[src/hw/rtl/pcrs_pkg.sv]
package pcrs_pkg;

   localparam int MAX_TARGETS     = 4;
   localparam int MAX_DRAIN_WORDS = 65536;
   localparam int DRAIN_W         = $clog2(MAX_DRAIN_WORDS) + 1;
   localparam int RSP_DEPTH       = 10;
   localparam int RSP_CNT_W       = $clog2(RSP_DEPTH + 1);

   // request actions
   localparam logic [1:0] ACT_ENUMERATE = 2'd0;
   localparam logic [1:0] ACT_RESET     = 2'd1;
   localparam logic [1:0] ACT_REPLY     = 2'd2;
   localparam logic [1:0] ACT_TICK      = 2'd3;

   // result kinds
   localparam logic [2:0] KIND_WRITE   = 3'd0;
   localparam logic [2:0] KIND_READ    = 3'd1;
   localparam logic [2:0] KIND_DISCARD = 3'd2;
   localparam logic [2:0] KIND_STALL   = 3'd3;
   localparam logic [2:0] KIND_TICK    = 3'd4;
   localparam logic [2:0] KIND_DONE    = 3'd5;
   localparam logic [2:0] KIND_FAIL    = 3'd6;

   // taskfile registers
   localparam logic [2:0] REG_STATUS  = 3'd0;
   localparam logic [2:0] REG_CNT_LO  = 3'd1;
   localparam logic [2:0] REG_CNT_HI  = 3'd2;
   localparam logic [2:0] REG_DRIVE   = 3'd3;
   localparam logic [2:0] REG_CONTROL = 3'd4;
   localparam logic [2:0] REG_DATA    = 3'd5;

   // configuration register indexes
   localparam logic [2:0] CSR_TARGET_COUNT = 3'd0;
   localparam logic [2:0] CSR_BAD_MASK     = 3'd1;
   localparam logic [2:0] CSR_SEL_TIMEOUT  = 3'd2;
   localparam logic [2:0] CSR_BSY_TIMEOUT  = 3'd3;
   localparam logic [2:0] CSR_SKIP_DRAIN   = 3'd4;

   localparam logic [7:0] STATUS_FLOAT    = 8'hFF;
   localparam logic [7:0] STATUS_FLOAT_LO = 8'h7F;
   localparam logic [7:0] ECHO_A          = 8'h55;
   localparam logic [7:0] ECHO_B          = 8'hAA;
   localparam logic [7:0] CTRL_SRST       = 8'h0C;
   localparam logic [7:0] CTRL_RUN        = 8'h08;

   typedef struct packed {
      logic [1:0] action;
      logic [7:0] read_value;
   } req_type;

   typedef struct packed {
      logic [2:0] kind;
      logic [2:0] reg_select;
      logic [7:0] write_value;
      logic [3:0] present_map;
      logic [1:0] failed_target;
      logic       last;
   } rsp_type;

   typedef struct packed {
      logic [RSP_CNT_W-1:0]        count;
      rsp_type [RSP_DEPTH-1:0]     item;
   } rsp_batch_type;

   function automatic rsp_type mk_rsp(logic [2:0] kind, logic [2:0] reg_sel,
                                      logic [7:0] val, logic [3:0] map,
                                      logic [1:0] tgt);
      rsp_type r;
      r.kind          = kind;
      r.reg_select    = reg_sel;
      r.write_value   = val;
      r.present_map   = map;
      r.failed_target = tgt;
      r.last          = 1'b0;
      return r;
   endfunction

   function automatic rsp_batch_type rsp_push(rsp_batch_type b, rsp_type r);
      rsp_batch_type n;
      n = b;
      if (b.count < RSP_CNT_W'(RSP_DEPTH)) begin
         n.item[b.count] = r;
         n.count         = b.count + RSP_CNT_W'(1);
      end
      return n;
   endfunction

   function automatic logic [7:0] select_byte(logic [1:0] t);
      return {3'b101, t[0], 4'b0000};
   endfunction

endpackage

[src/hw/rtl/pcrs_rsp_queue.sv]
module pcrs_rsp_queue (
   input  logic                  clock,
   input  logic                  reset,
   input  logic                  load,
   input  pcrs_pkg::rsp_batch_type batch,
   output logic                  can_load,
   output logic                  rsp_valid,
   input  logic                  rsp_ready,
   output pcrs_pkg::rsp_type     rsp_payload
);

   pcrs_pkg::rsp_type [pcrs_pkg::RSP_DEPTH-1:0] item_ff, item_in;
   logic [pcrs_pkg::RSP_CNT_W-1:0]              count_ff, count_in;
   logic                                        pop;

   assign rsp_valid   = (count_ff != '0);
   assign rsp_payload = item_ff[0];
   assign pop         = rsp_valid && rsp_ready;
   assign can_load    = (count_ff == '0) ||
                        ((count_ff == pcrs_pkg::RSP_CNT_W'(1)) && rsp_ready);

   always_comb begin
      item_in  = item_ff;
      count_in = count_ff;
      if (load) begin
         item_in  = batch.item;
         count_in = batch.count;
      end else if (pop) begin
         for (int k = 0; k < pcrs_pkg::RSP_DEPTH - 1; k++) begin
            item_in[k] = item_ff[k+1];
         end
         count_in = count_ff - pcrs_pkg::RSP_CNT_W'(1);
      end
   end

   always_ff @(posedge clock) begin
      item_ff <= item_in;
      if (reset) begin
         count_ff <= '0;
      end else begin
         count_ff <= count_in;
      end
   end

endmodule

[src/hw/rtl/pata_channel_reset_sequencer.sv]
// Host-side reset and enumeration sequencer for one parallel ATA channel. Each request
// (command, register read reply or timer tick) is captured in an input register, then
// evaluated combinationally; when taken, it updates the sequencer state and loads the
// whole list of bus operations it causes (up to ten) into the result queue. Results
// leave one per cycle while rsp_ready holds, so a request that causes n results holds the
// result port until all n are taken; the next request is evaluated once the queue is empty
// or its final result is being taken, which keeps one request per cycle flowing when each
// causes at most one result and rsp_ready holds. The queue drain sets the sustained rate.
module pata_channel_reset_sequencer (
   input  logic              clock,
   input  logic              reset,
   input  logic              req_valid,
   output logic              req_ready,
   input  pcrs_pkg::req_type req_payload,
   output logic              rsp_valid,
   input  logic              rsp_ready,
   output pcrs_pkg::rsp_type rsp_payload,
   input  logic              csr_valid,
   output logic              csr_ready,
   input  logic [2:0]        csr_index,
   input  logic [15:0]       csr_wdata
);

   typedef enum logic [3:0] {
      PH_IDLE,
      PH_PR_STATUS,
      PH_PR_LOW,
      PH_PR_HIGH,
      PH_DR_STATUS,
      PH_RA_READ,
      PH_RA_TICK,
      PH_WB_READ,
      PH_WB_TICK
   } phase_type;

   // configuration
   logic [2:0]  target_count_ff;
   logic [3:0]  bad_mask_ff;
   logic [15:0] sel_timeout_ff;
   logic [15:0] bsy_timeout_ff;
   logic        skip_drain_ff;

   // sequencer state
   phase_type                     phase_ff, phase_in;
   logic [1:0]                    probe_ff, probe_in;
   logic [3:0]                    found_ff, found_in;
   logic [3:0]                    pending_ff, pending_in;
   logic [1:0]                    current_ff, current_in;
   logic [15:0]                   wait_ff, wait_in;
   logic [pcrs_pkg::DRAIN_W-1:0]  drain_ff, drain_in;
   logic                          rpass_ff, rpass_in;

   // input register
   logic              in_valid_ff;
   pcrs_pkg::req_type in_ff;

   pcrs_pkg::rsp_batch_type batch;
   logic                    can_load;
   logic                    take;
   logic [2:0]              limit;

   assign csr_ready = 1'b1;
   assign take      = in_valid_ff && can_load;
   assign req_ready = !in_valid_ff || take;
   assign limit     = (target_count_ff > 3'(pcrs_pkg::MAX_TARGETS)) ?
                      3'(pcrs_pkg::MAX_TARGETS) : target_count_ff;

   always_comb begin : step
      pcrs_pkg::rsp_batch_type b;
      logic       do_probe;
      logic       do_wait;
      logic       hit;
      logic [1:0] pick;
      logic [2:0] start;
      logic [2:0] next_t;
      logic [1:0] low_t;
      logic [7:0] v;

      b          = '0;
      do_probe   = 1'b0;
      do_wait    = 1'b0;
      hit        = 1'b0;
      pick       = 2'd0;
      start      = 3'd0;
      low_t      = 2'd0;
      v          = in_ff.read_value;
      next_t     = {1'b0, probe_ff} + 3'd1;
      phase_in   = phase_ff;
      probe_in   = probe_ff;
      found_in   = found_ff;
      pending_in = pending_ff;
      current_in = current_ff;
      wait_in    = wait_ff;
      drain_in   = drain_ff;
      rpass_in   = rpass_ff;

      unique case (in_ff.action)
         pcrs_pkg::ACT_ENUMERATE, pcrs_pkg::ACT_RESET: begin
            if (phase_ff == PH_IDLE) begin
               rpass_in = in_ff.action[0];
               found_in = 4'd0;
               start    = 3'd0;
               do_probe = 1'b1;
            end
         end
         pcrs_pkg::ACT_REPLY: begin
            unique case (phase_ff)
               PH_PR_STATUS: begin
                  if (v == pcrs_pkg::STATUS_FLOAT || v == pcrs_pkg::STATUS_FLOAT_LO) begin
                     start    = next_t;
                     do_probe = 1'b1;
                  end else begin
                     b = pcrs_pkg::rsp_push(b, pcrs_pkg::mk_rsp(pcrs_pkg::KIND_WRITE,
                            pcrs_pkg::REG_CNT_LO, pcrs_pkg::ECHO_A, 4'd0, 2'd0));
                     b = pcrs_pkg::rsp_push(b, pcrs_pkg::mk_rsp(pcrs_pkg::KIND_WRITE,
                            pcrs_pkg::REG_CNT_LO, pcrs_pkg::ECHO_B, 4'd0, 2'd0));
                     b = pcrs_pkg::rsp_push(b, pcrs_pkg::mk_rsp(pcrs_pkg::KIND_WRITE,
                            pcrs_pkg::REG_CNT_LO, pcrs_pkg::ECHO_A, 4'd0, 2'd0));
                     b = pcrs_pkg::rsp_push(b, pcrs_pkg::mk_rsp(pcrs_pkg::KIND_READ,
                            pcrs_pkg::REG_CNT_LO, 8'd0, 4'd0, 2'd0));
                     phase_in = PH_PR_LOW;
                  end
               end
               PH_PR_LOW: begin
                  if (v != pcrs_pkg::ECHO_A) begin
                     start    = next_t;
                     do_probe = 1'b1;
                  end else begin
                     b = pcrs_pkg::rsp_push(b, pcrs_pkg::mk_rsp(pcrs_pkg::KIND_WRITE,
                            pcrs_pkg::REG_CNT_HI, pcrs_pkg::ECHO_B, 4'd0, 2'd0));
                     b = pcrs_pkg::rsp_push(b, pcrs_pkg::mk_rsp(pcrs_pkg::KIND_WRITE,
                            pcrs_pkg::REG_CNT_HI, pcrs_pkg::ECHO_A, 4'd0, 2'd0));
                     b = pcrs_pkg::rsp_push(b, pcrs_pkg::mk_rsp(pcrs_pkg::KIND_WRITE,
                            pcrs_pkg::REG_CNT_HI, pcrs_pkg::ECHO_B, 4'd0, 2'd0));
                     b = pcrs_pkg::rsp_push(b, pcrs_pkg::mk_rsp(pcrs_pkg::KIND_READ,
                            pcrs_pkg::REG_CNT_HI, 8'd0, 4'd0, 2'd0));
                     phase_in = PH_PR_HIGH;
                  end
               end
               PH_PR_HIGH: begin
                  if (v != pcrs_pkg::ECHO_B) begin
                     start    = next_t;
                     do_probe = 1'b1;
                  end else begin
                     found_in = found_ff | (4'd1 << probe_ff);
                     if (rpass_ff && !skip_drain_ff) begin
                        drain_in = '0;
                        b = pcrs_pkg::rsp_push(b, pcrs_pkg::mk_rsp(pcrs_pkg::KIND_READ,
                               pcrs_pkg::REG_STATUS, 8'd0, 4'd0, 2'd0));
                        phase_in = PH_DR_STATUS;
                     end else begin
                        start    = next_t;
                        do_probe = 1'b1;
                     end
                  end
               end
               PH_DR_STATUS: begin
                  if (!v[3]) begin
                     start    = next_t;
                     do_probe = 1'b1;
                  end else begin
                     b = pcrs_pkg::rsp_push(b, pcrs_pkg::mk_rsp(pcrs_pkg::KIND_DISCARD,
                            pcrs_pkg::REG_DATA, 8'd0, 4'd0, 2'd0));
                     drain_in = drain_ff + pcrs_pkg::DRAIN_W'(1);
                     if (drain_in >= pcrs_pkg::DRAIN_W'(pcrs_pkg::MAX_DRAIN_WORDS)) begin
                        start    = next_t;
                        do_probe = 1'b1;
                     end else begin
                        b = pcrs_pkg::rsp_push(b, pcrs_pkg::mk_rsp(pcrs_pkg::KIND_READ,
                               pcrs_pkg::REG_STATUS, 8'd0, 4'd0, 2'd0));
                     end
                  end
               end
               PH_RA_READ: begin
                  if (v == pcrs_pkg::ECHO_B) begin
                     wait_in = bsy_timeout_ff;
                     b = pcrs_pkg::rsp_push(b, pcrs_pkg::mk_rsp(pcrs_pkg::KIND_READ,
                            pcrs_pkg::REG_STATUS, 8'd0, 4'd0, 2'd0));
                     phase_in = PH_WB_READ;
                  end else begin
                     wait_in = wait_ff - 16'd1;
                     if (wait_in != 16'd0) begin
                        b = pcrs_pkg::rsp_push(b, pcrs_pkg::mk_rsp(pcrs_pkg::KIND_TICK,
                               3'd0, 8'd0, 4'd0, 2'd0));
                        phase_in = PH_RA_TICK;
                     end else begin
                        b = pcrs_pkg::rsp_push(b, pcrs_pkg::mk_rsp(pcrs_pkg::KIND_FAIL,
                               3'd0, 8'd0, 4'd0, current_ff));
                        phase_in = PH_IDLE;
                     end
                  end
               end
               PH_WB_READ: begin
                  if (!v[7] || v == pcrs_pkg::STATUS_FLOAT) begin
                     pending_in = pending_ff & ~(4'd1 << current_ff);
                     if (pending_in != 4'd0) begin
                        do_wait = 1'b1;
                     end else begin
                        rpass_in = 1'b0;
                        found_in = 4'd0;
                        start    = 3'd0;
                        do_probe = 1'b1;
                     end
                  end else begin
                     wait_in = wait_ff - 16'd1;
                     if (wait_in != 16'd0) begin
                        b = pcrs_pkg::rsp_push(b, pcrs_pkg::mk_rsp(pcrs_pkg::KIND_TICK,
                               3'd0, 8'd0, 4'd0, 2'd0));
                        phase_in = PH_WB_TICK;
                     end else begin
                        b = pcrs_pkg::rsp_push(b, pcrs_pkg::mk_rsp(pcrs_pkg::KIND_FAIL,
                               3'd0, 8'd0, 4'd0, current_ff));
                        phase_in = PH_IDLE;
                     end
                  end
               end
               default: begin
               end
            endcase
         end
         pcrs_pkg::ACT_TICK: begin
            if (phase_ff == PH_RA_TICK) begin
               b = pcrs_pkg::rsp_push(b, pcrs_pkg::mk_rsp(pcrs_pkg::KIND_WRITE,
                      pcrs_pkg::REG_DRIVE, pcrs_pkg::select_byte(current_ff), 4'd0, 2'd0));
               b = pcrs_pkg::rsp_push(b, pcrs_pkg::mk_rsp(pcrs_pkg::KIND_WRITE,
                      pcrs_pkg::REG_CNT_LO, pcrs_pkg::ECHO_B, 4'd0, 2'd0));
               b = pcrs_pkg::rsp_push(b, pcrs_pkg::mk_rsp(pcrs_pkg::KIND_WRITE,
                      pcrs_pkg::REG_CNT_LO, pcrs_pkg::ECHO_A, 4'd0, 2'd0));
               b = pcrs_pkg::rsp_push(b, pcrs_pkg::mk_rsp(pcrs_pkg::KIND_WRITE,
                      pcrs_pkg::REG_CNT_LO, pcrs_pkg::ECHO_B, 4'd0, 2'd0));
               b = pcrs_pkg::rsp_push(b, pcrs_pkg::mk_rsp(pcrs_pkg::KIND_READ,
                      pcrs_pkg::REG_CNT_LO, 8'd0, 4'd0, 2'd0));
               phase_in = PH_RA_READ;
            end else if (phase_ff == PH_WB_TICK) begin
               b = pcrs_pkg::rsp_push(b, pcrs_pkg::mk_rsp(pcrs_pkg::KIND_READ,
                      pcrs_pkg::REG_STATUS, 8'd0, 4'd0, 2'd0));
               phase_in = PH_WB_READ;
            end
         end
         default: begin
         end
      endcase

      // Probe scan; an empty reset pass re-runs it once as a plain enumeration.
      for (int pass = 0; pass < 2; pass++) begin
         if (do_probe) begin
            hit  = 1'b0;
            pick = 2'd0;
            for (int i = pcrs_pkg::MAX_TARGETS - 1; i >= 0; i--) begin
               if (3'(i) >= start && 3'(i) < limit && !bad_mask_ff[i]) begin
                  hit  = 1'b1;
                  pick = 2'(i);
               end
            end
            do_probe = 1'b0;
            if (hit) begin
               probe_in = pick;
               b = pcrs_pkg::rsp_push(b, pcrs_pkg::mk_rsp(pcrs_pkg::KIND_WRITE,
                      pcrs_pkg::REG_DRIVE, pcrs_pkg::select_byte(pick), 4'd0, 2'd0));
               b = pcrs_pkg::rsp_push(b, pcrs_pkg::mk_rsp(pcrs_pkg::KIND_READ,
                      pcrs_pkg::REG_STATUS, 8'd0, 4'd0, 2'd0));
               phase_in = PH_PR_STATUS;
            end else if (!rpass_in) begin
               b = pcrs_pkg::rsp_push(b, pcrs_pkg::mk_rsp(pcrs_pkg::KIND_DONE,
                      3'd0, 8'd0, found_in, 2'd0));
               phase_in = PH_IDLE;
            end else begin
               pending_in = found_in;
               rpass_in   = 1'b0;
               b = pcrs_pkg::rsp_push(b, pcrs_pkg::mk_rsp(pcrs_pkg::KIND_WRITE,
                      pcrs_pkg::REG_CONTROL, pcrs_pkg::CTRL_SRST, 4'd0, 2'd0));
               b = pcrs_pkg::rsp_push(b, pcrs_pkg::mk_rsp(pcrs_pkg::KIND_STALL,
                      3'd0, 8'd0, 4'd0, 2'd0));
               b = pcrs_pkg::rsp_push(b, pcrs_pkg::mk_rsp(pcrs_pkg::KIND_WRITE,
                      pcrs_pkg::REG_CONTROL, pcrs_pkg::CTRL_RUN, 4'd0, 2'd0));
               b = pcrs_pkg::rsp_push(b, pcrs_pkg::mk_rsp(pcrs_pkg::KIND_STALL,
                      3'd0, 8'd0, 4'd0, 2'd0));
               if (pending_in != 4'd0) begin
                  do_wait = 1'b1;
               end else begin
                  found_in = 4'd0;
                  start    = 3'd0;
                  do_probe = 1'b1;
               end
            end
         end
      end

      // Post-reset wait on the lowest pending target.
      if (do_wait) begin
         priority if (pending_in[0]) low_t = 2'd0;
         else if (pending_in[1])     low_t = 2'd1;
         else if (pending_in[2])     low_t = 2'd2;
         else                        low_t = 2'd3;
         current_in = low_t;
         if (low_t[0]) begin
            wait_in = sel_timeout_ff;
            b = pcrs_pkg::rsp_push(b, pcrs_pkg::mk_rsp(pcrs_pkg::KIND_WRITE,
                   pcrs_pkg::REG_DRIVE, pcrs_pkg::select_byte(low_t), 4'd0, 2'd0));
            b = pcrs_pkg::rsp_push(b, pcrs_pkg::mk_rsp(pcrs_pkg::KIND_WRITE,
                   pcrs_pkg::REG_CNT_LO, pcrs_pkg::ECHO_B, 4'd0, 2'd0));
            b = pcrs_pkg::rsp_push(b, pcrs_pkg::mk_rsp(pcrs_pkg::KIND_WRITE,
                   pcrs_pkg::REG_CNT_LO, pcrs_pkg::ECHO_A, 4'd0, 2'd0));
            b = pcrs_pkg::rsp_push(b, pcrs_pkg::mk_rsp(pcrs_pkg::KIND_WRITE,
                   pcrs_pkg::REG_CNT_LO, pcrs_pkg::ECHO_B, 4'd0, 2'd0));
            b = pcrs_pkg::rsp_push(b, pcrs_pkg::mk_rsp(pcrs_pkg::KIND_READ,
                   pcrs_pkg::REG_CNT_LO, 8'd0, 4'd0, 2'd0));
            phase_in = PH_RA_READ;
         end else begin
            wait_in = bsy_timeout_ff;
            b = pcrs_pkg::rsp_push(b, pcrs_pkg::mk_rsp(pcrs_pkg::KIND_READ,
                   pcrs_pkg::REG_STATUS, 8'd0, 4'd0, 2'd0));
            phase_in = PH_WB_READ;
         end
      end

      if (b.count != '0) begin
         b.item[b.count - pcrs_pkg::RSP_CNT_W'(1)].last = 1'b1;
      end
      batch = b;
   end

   always_ff @(posedge clock) begin
      if (reset) begin
         target_count_ff <= 3'd2;
         bad_mask_ff     <= 4'd0;
         sel_timeout_ff  <= 16'd100;
         bsy_timeout_ff  <= 16'd1000;
         skip_drain_ff   <= 1'b0;
         phase_ff        <= PH_IDLE;
         probe_ff        <= 2'd0;
         found_ff        <= 4'd0;
         pending_ff      <= 4'd0;
         current_ff      <= 2'd0;
         wait_ff         <= 16'd0;
         drain_ff        <= '0;
         rpass_ff        <= 1'b0;
         in_valid_ff     <= 1'b0;
      end else begin
         if (csr_valid) begin
            unique case (csr_index)
               pcrs_pkg::CSR_TARGET_COUNT: target_count_ff <= csr_wdata[2:0];
               pcrs_pkg::CSR_BAD_MASK:     bad_mask_ff     <= csr_wdata[3:0];
               pcrs_pkg::CSR_SEL_TIMEOUT:  sel_timeout_ff  <= csr_wdata;
               pcrs_pkg::CSR_BSY_TIMEOUT:  bsy_timeout_ff  <= csr_wdata;
               pcrs_pkg::CSR_SKIP_DRAIN:   skip_drain_ff   <= csr_wdata[0];
               default: begin
               end
            endcase
         end
         if (take) begin
            phase_ff   <= phase_in;
            probe_ff   <= probe_in;
            found_ff   <= found_in;
            pending_ff <= pending_in;
            current_ff <= current_in;
            wait_ff    <= wait_in;
            drain_ff   <= drain_in;
            rpass_ff   <= rpass_in;
         end
         if (req_ready) begin
            in_valid_ff <= req_valid;
            in_ff       <= req_payload;
         end
      end
   end

   pcrs_rsp_queue u_rsp_queue (
      .clock       (clock),
      .reset       (reset),
      .load        (take),
      .batch       (batch),
      .can_load    (can_load),
      .rsp_valid   (rsp_valid),
      .rsp_ready   (rsp_ready),
      .rsp_payload (rsp_payload)
   );

endmodule

[config.mk]
export PLATFORM = sky130hd
export DESIGN_NAME = pata_channel_reset_sequencer
export DESIGN_NICKNAME = d
export VERILOG_FILES = /design/src/hw/rtl/pcrs_pkg.sv /design/src/hw/rtl/pcrs_rsp_queue.sv /design/src/hw/rtl/pata_channel_reset_sequencer.sv
export SDC_FILE = /design/constraint.sdc
export NUM_CORES = 1
export LEC_CHECK = 0
export CORE_UTILIZATION = 40
export DETAILED_ROUTE_END_ITERATION = 6
export DONT_BUFFER_PORTS = 1
export MAX_ROUTING_LAYER = met4
export PLACE_DENSITY = 0.57
export SYNTH_ARGS = -nofsm -noshare
export SYNTH_HDL_FRONTEND = slang
export SYNTH_SLANG_ARGS = --single-unit
[constraint.sdc]
create_clock -name clock -period 18.7 [get_ports clock]
set_clock_uncertainty 0.2 [all_clocks]
set_input_delay 0.935 -clock clock [delete_from_list [all_inputs] [get_ports clock]]
set_output_delay 0.935 -clock clock [all_outputs]
set_load 0.03 [all_outputs]
==> run_results.csv <==
group,metric,value,unit
run_status,status,"complete, no violations",
clock_tree,cts_max_level,2,
detailed_routing,detail_route.wirelength,76700,µm
sta,timing.final.crit_share,69.1,%
detailed_routing,antenna_left,0,
synth,synth_cell_type_count,113,
synth,netlist_instances,2355,
worst_hold_path,min-delay-start,"reset",
power_and_ir_drop,leakage,7.52,nW
setup_path,cp_slowest_stage_delay,0.98,ns
clock_tree,cts_buffers,36,
setup_path,setup.reg_to_reg.worst_slack,5.78,ns
detailed_routing,drt_first_iter_violations,2085,
power_and_ir_drop,power.share.switching,46.6,%
clock_tree,clk_path_buf_depth,3,
clock_tree,ctsRootBufferMaster,"sky130_fd_sc_hd__clkbuf_16",
floorplan,die_footprint,49800,µm²
power_and_ir_drop,pwr_density_cell,166,nW/µm²
setup_path,worst-r2r-cell-count,38,
cells_and_area,layout.nets,2352,
sta,timing.max_slew.rel_slack,16.6,%
setup_path,critical_path_class,"register to register",
sta,fin_setup_tns,0,ns
clock_tree,cts_sinks,277,
place,dpl.cell_count,2841,
synth,yosysWarnings,0,
setup_path,r2r-end,"u_rsp_queue.item_ff[37]",
place,detailedPlace.worstSlack,6.25,ns
clock_tree,cts_resized,0,
sta,final_hold_viol_count,0,
setup_path,timing.critical_path.arrival,13.12,ns
setup_path,critPathCaptureType,"register",
sta,setup_viol_count_final,0,
setup_path,cp_common_cell,"sky130_fd_sc_hd__ha_1",
run,cap_viol_max_count,0,
power_and_ir_drop,power.share.sequential,31.8,%
floorplan,coreArea,47900,µm²
sta,highest_achievable_clock_rate,0.0774,GHz
synth,synth_edf_count,182,
synth,synth_ff_type,"sky130_fd_sc_hd__edfxtp_1",
floorplan,die_height,223,µm
place,portBuffers,0,
sta,setup_ws,5.78,ns
worst_hold_path,worstHoldPathType,"input port to register",
setup_path,path_max_fanout,26,
setup_path,worstPathRequired,18.89,ns
clock_tree,cts_tree,"yes",
floorplan,rows,80,
clock_tree,post_cts.repair.setup_buffers,0,
sta,report.final.slew_viol_count,0,
global_route,grt_start_max_net_pins,85,
cells_and_area,antennaDiodeCount,0,
global_route,number_of_antenna_violations_at_the_first_check_in_global_routing,0,
synth,syn-mean-instance-area,8.30,µm²
floorplan,initial_core_util,40.8,%
detailed_routing,drcViolationCount,0,
floorplan,num_io_pins,58,
setup_path,critPathLaunchType,"register",
power_and_ir_drop,clockPowerShare,19.6,%
power_and_ir_drop,power.ir.vdd_worst,0.236,mV
worst_hold_path,min_to,"bsy_timeout_ff[0]",
synth,synth_async_sr_flop_share,0,%
power_and_ir_drop,internal_power,1.86,mW
clock_tree,cts-hold-fix-buffers,0,
sta,worst_max_slew_pin_slew,1.25,ns
place,gp_congestion,1.02,
sta,rsz0062_at_grt,"false",
place,post-dp-hpwl,56600,µm
detailed_routing,wl_per_cell,26.4,µm
global_route,total_grt_overflow,0,
detailed_routing,vias_per_cell,6.51,
setup_path,regToRegStartpoint,"phase_ff[2]",
detailed_routing,vias,18900,
power_and_ir_drop,net-switching-power,1.62,mW
global_route,grt_first_pass_wirelength,115000,µm
sta,final.min_clock_period,12.92,ns
cells_and_area,area.growth.synth_to_final,7.64,%
setup_path,timing.critical_path.max_delay_family,"simple AND/OR/NAND/NOR gates",
floorplan,floorplan.die.width,223,µm
setup_path,crit_slowest_cell,"sky130_fd_sc_hd__a21oi_1",
clock_tree,clkSlewWorstSetupHoldPaths,0.06,ns
clock_tree,worst_skew_pair.late_latency,0.57,ns
detailed_routing,firstDrtPassIters,6,
cells_and_area,layout.core_utilization,43.9,%
global_route,grt_pass1_vias,17900,
synth,seq_area_frac_synth,37.7,%
cells_and_area,drive_above_1_share,7.94,%
setup_path,critical_path.n_buffers_inverters,3,
synth,synth_area,19500,µm²
synth,synth_seq_cells,277,
global_route,grtUsageTotal,31.4,%
worst_hold_path,min_path_cells,1,
power_and_ir_drop,p_comb_share,48.6,%
cells_and_area,layoutNonFillerInstCount,2907,
## worst register-to-register path: cells and delay by family (launching register included)
| family | cells | cell delay [ns] |
|---|---|---|
| compound gates | 14 | 3.68 |
| xor+xnor | 1 | 0.47 |
| fa+ha+maj | 7 | 2.86 |
| buf+inv | 3 | 0.42 |
| flops | 1 | 0.75 |
| mux | 1 | 0.48 |
| simple gates | 12 | 3.88 |
## cells in the final DEF (no fill, tap or decap), types with 10 or more instances in the layout
cell type | Yosys | layout
sky130_fd_sc_hd__inv_1 | 45 | 43
sky130_fd_sc_hd__nor2_1 | 225 | 224
sky130_fd_sc_hd__o21a_1 | 14 | 14
sky130_fd_sc_hd__a21oi_1 | 214 | 212
sky130_fd_sc_hd__o221ai_1 | 11 | 11
sky130_fd_sc_hd__ha_1 | 54 | 54
sky130_fd_sc_hd__nor2b_1 | 17 | 17
sky130_fd_sc_hd__a21o_1 | 23 | 23
sky130_fd_sc_hd__o21ai_0 | 141 | 140
sky130_fd_sc_hd__a211oi_1 | 24 | 24
sky130_fd_sc_hd__nand2b_1 | 19 | 19
sky130_fd_sc_hd__and2_1 | 40 | 40
sky130_fd_sc_hd__mux2i_1 | 17 | 17
sky130_fd_sc_hd__dfxtp_1 | 95 | 95
sky130_fd_sc_hd__a22o_1 | 27 | 27
sky130_fd_sc_hd__clkinv_1 | 2 | 11
sky130_fd_sc_hd__xnor2_1 | 16 | 16
sky130_fd_sc_hd__o31ai_1 | 25 | 24
sky130_fd_sc_hd__o22ai_1 | 16 | 15
sky130_fd_sc_hd__and3_1 | 38 | 38
sky130_fd_sc_hd__a31oi_1 | 64 | 64
sky130_fd_sc_hd__o32a_1 | 13 | 13
sky130_fd_sc_hd__or3_1 | 17 | 17
sky130_fd_sc_hd__a222oi_1 | 10 | 10
sky130_fd_sc_hd__o211ai_1 | 13 | 13
sky130_fd_sc_hd__clkbuf_16 | 0 | 38
sky130_fd_sc_hd__o21ai_1 | 10 | 10
sky130_fd_sc_hd__or2_2 | 18 | 18
sky130_fd_sc_hd__nor3_1 | 68 | 67
sky130_fd_sc_hd__a32o_1 | 19 | 19
sky130_fd_sc_hd__nand4_1 | 19 | 19
sky130_fd_sc_hd__nand2_1 | 351 | 350
sky130_fd_sc_hd__nand3_1 | 68 | 68
sky130_fd_sc_hd__buf_4 | 26 | 33
sky130_fd_sc_hd__xor2_1 | 21 | 21
sky130_fd_sc_hd__nand3b_1 | 15 | 15
sky130_fd_sc_hd__nor4_1 | 11 | 10
sky130_fd_sc_hd__edfxtp_1 | 182 | 182
## cell type report
class,instances,area (µm²)
Fill cell,4782,26900
Multi-Input combinational cell,1861,11300
Sequential cell,277,7370
Clock buffer,44,983
Tap cell,615,769
Timing Repair Buffer,33,248
Inverter,55,219
Clock inverter,22,174
## routing by layer
layer	share of wire (%)	track usage [%]	vias to the layer above	wire, µm
li1	-	-	8606	-
met1	44	42.4	9292	34000
met2	44	46.7	875	33700
met3	7.9	5.25	165	6050
met4	3.9	12.2	0	2980
met5	0	-	-	0
## sequential cells by signal, summed over array words and instances (netlist names), 3 cells and up
register and cells:
drain_ff 17, phase_ff 4, u_rsp_queue.rsp_payload 19, pending_ff 4, wait_ff 16, u_rsp_queue.item_ff 153, bsy_timeout_ff 16, bad_mask_ff 4
u_rsp_queue.count_ff 4, target_count_ff 3, step.v 8, found_ff 4, sel_timeout_ff 16
## synthesized netlist by cell type (25+ instances only)
cell                         n  area, µm²
sky130_fd_sc_hd__a21oi_1   214       1070
sky130_fd_sc_hd__a22o_1     27        236
sky130_fd_sc_hd__a31oi_1    64        400
sky130_fd_sc_hd__and2_1     40        250
sky130_fd_sc_hd__and3_1     38        238
sky130_fd_sc_hd__buf_4      26        195
sky130_fd_sc_hd__clkbuf_1  113        424
sky130_fd_sc_hd__dfxtp_1    95       1900
sky130_fd_sc_hd__edfxtp_1  182       5470
sky130_fd_sc_hd__ha_1       54        676
sky130_fd_sc_hd__inv_1      45        169
sky130_fd_sc_hd__nand2_1   351       1320
sky130_fd_sc_hd__nand3_1    68        340
sky130_fd_sc_hd__nor2_1    225        845
sky130_fd_sc_hd__nor3_1     68        340
sky130_fd_sc_hd__o21ai_0   141        706
sky130_fd_sc_hd__o31ai_1    25        188
## kinds of logic after synthesis
| kind of cell | count (synthesis) | share of synthesized area, % |
|---|---|---|
| simple gates | 958 | 23.5 |
| mux | 20 | 1.04 |
| compound gates | 786 | 27.6 |
| flops | 277 | 37.7 |
| xor+xnor | 38 | 1.74 |
| fa+ha+maj | 54 | 3.46 |
| buf+inv | 220 | 4.93 |
| other cells | 2 | 0.0384 |
## worst max path at each step
stage / cells past startpoint / slack, ns / start / endpoint
5_1_grt: 42 / 4.85 / phase_ff[2] / u_rsp_queue.item_ff[105]
4_1_cts: 41 / 6.21 / phase_ff[2] / u_rsp_queue.item_ff[105]
6_report: 38 / 5.78 / phase_ff[2] / u_rsp_queue.item_ff[37]
3_3_place_gp: 40 / 6.60 / phase_ff[2] / u_rsp_queue.item_ff[63]
3_5_place_dp: 41 / 6.25 / phase_ff[2] / u_rsp_queue.item_ff[63]
2_1_floorplan: 44 / 8.25 / drain_ff[3] / u_rsp_queue.item_ff[105]
## power groups by stage
stage	sequential (mW)	combinational [mW]	clock, mW
floorplan	1.05	1.22	0
CTS	1.11	1.65	0.694
global placement	1.12	1.65	0
global route	1.13	1.81	0.719
finish	1.11	1.69	0.682
detailed placement	1.12	1.65	0
## per-stage QoR
step	power, mW	hold WS [ns]	cell area [µm²]
final	3.49	0.247	21000
after global routing	3.66	0.224	21000
after CTS	3.45	0.214	21000
after detailed placement	2.76	0.244	19900
after global placement	2.77	0.239	19900
after floorplan	2.27	0.236	19600
No activity file was read; power rests on OpenSTA's default activity.
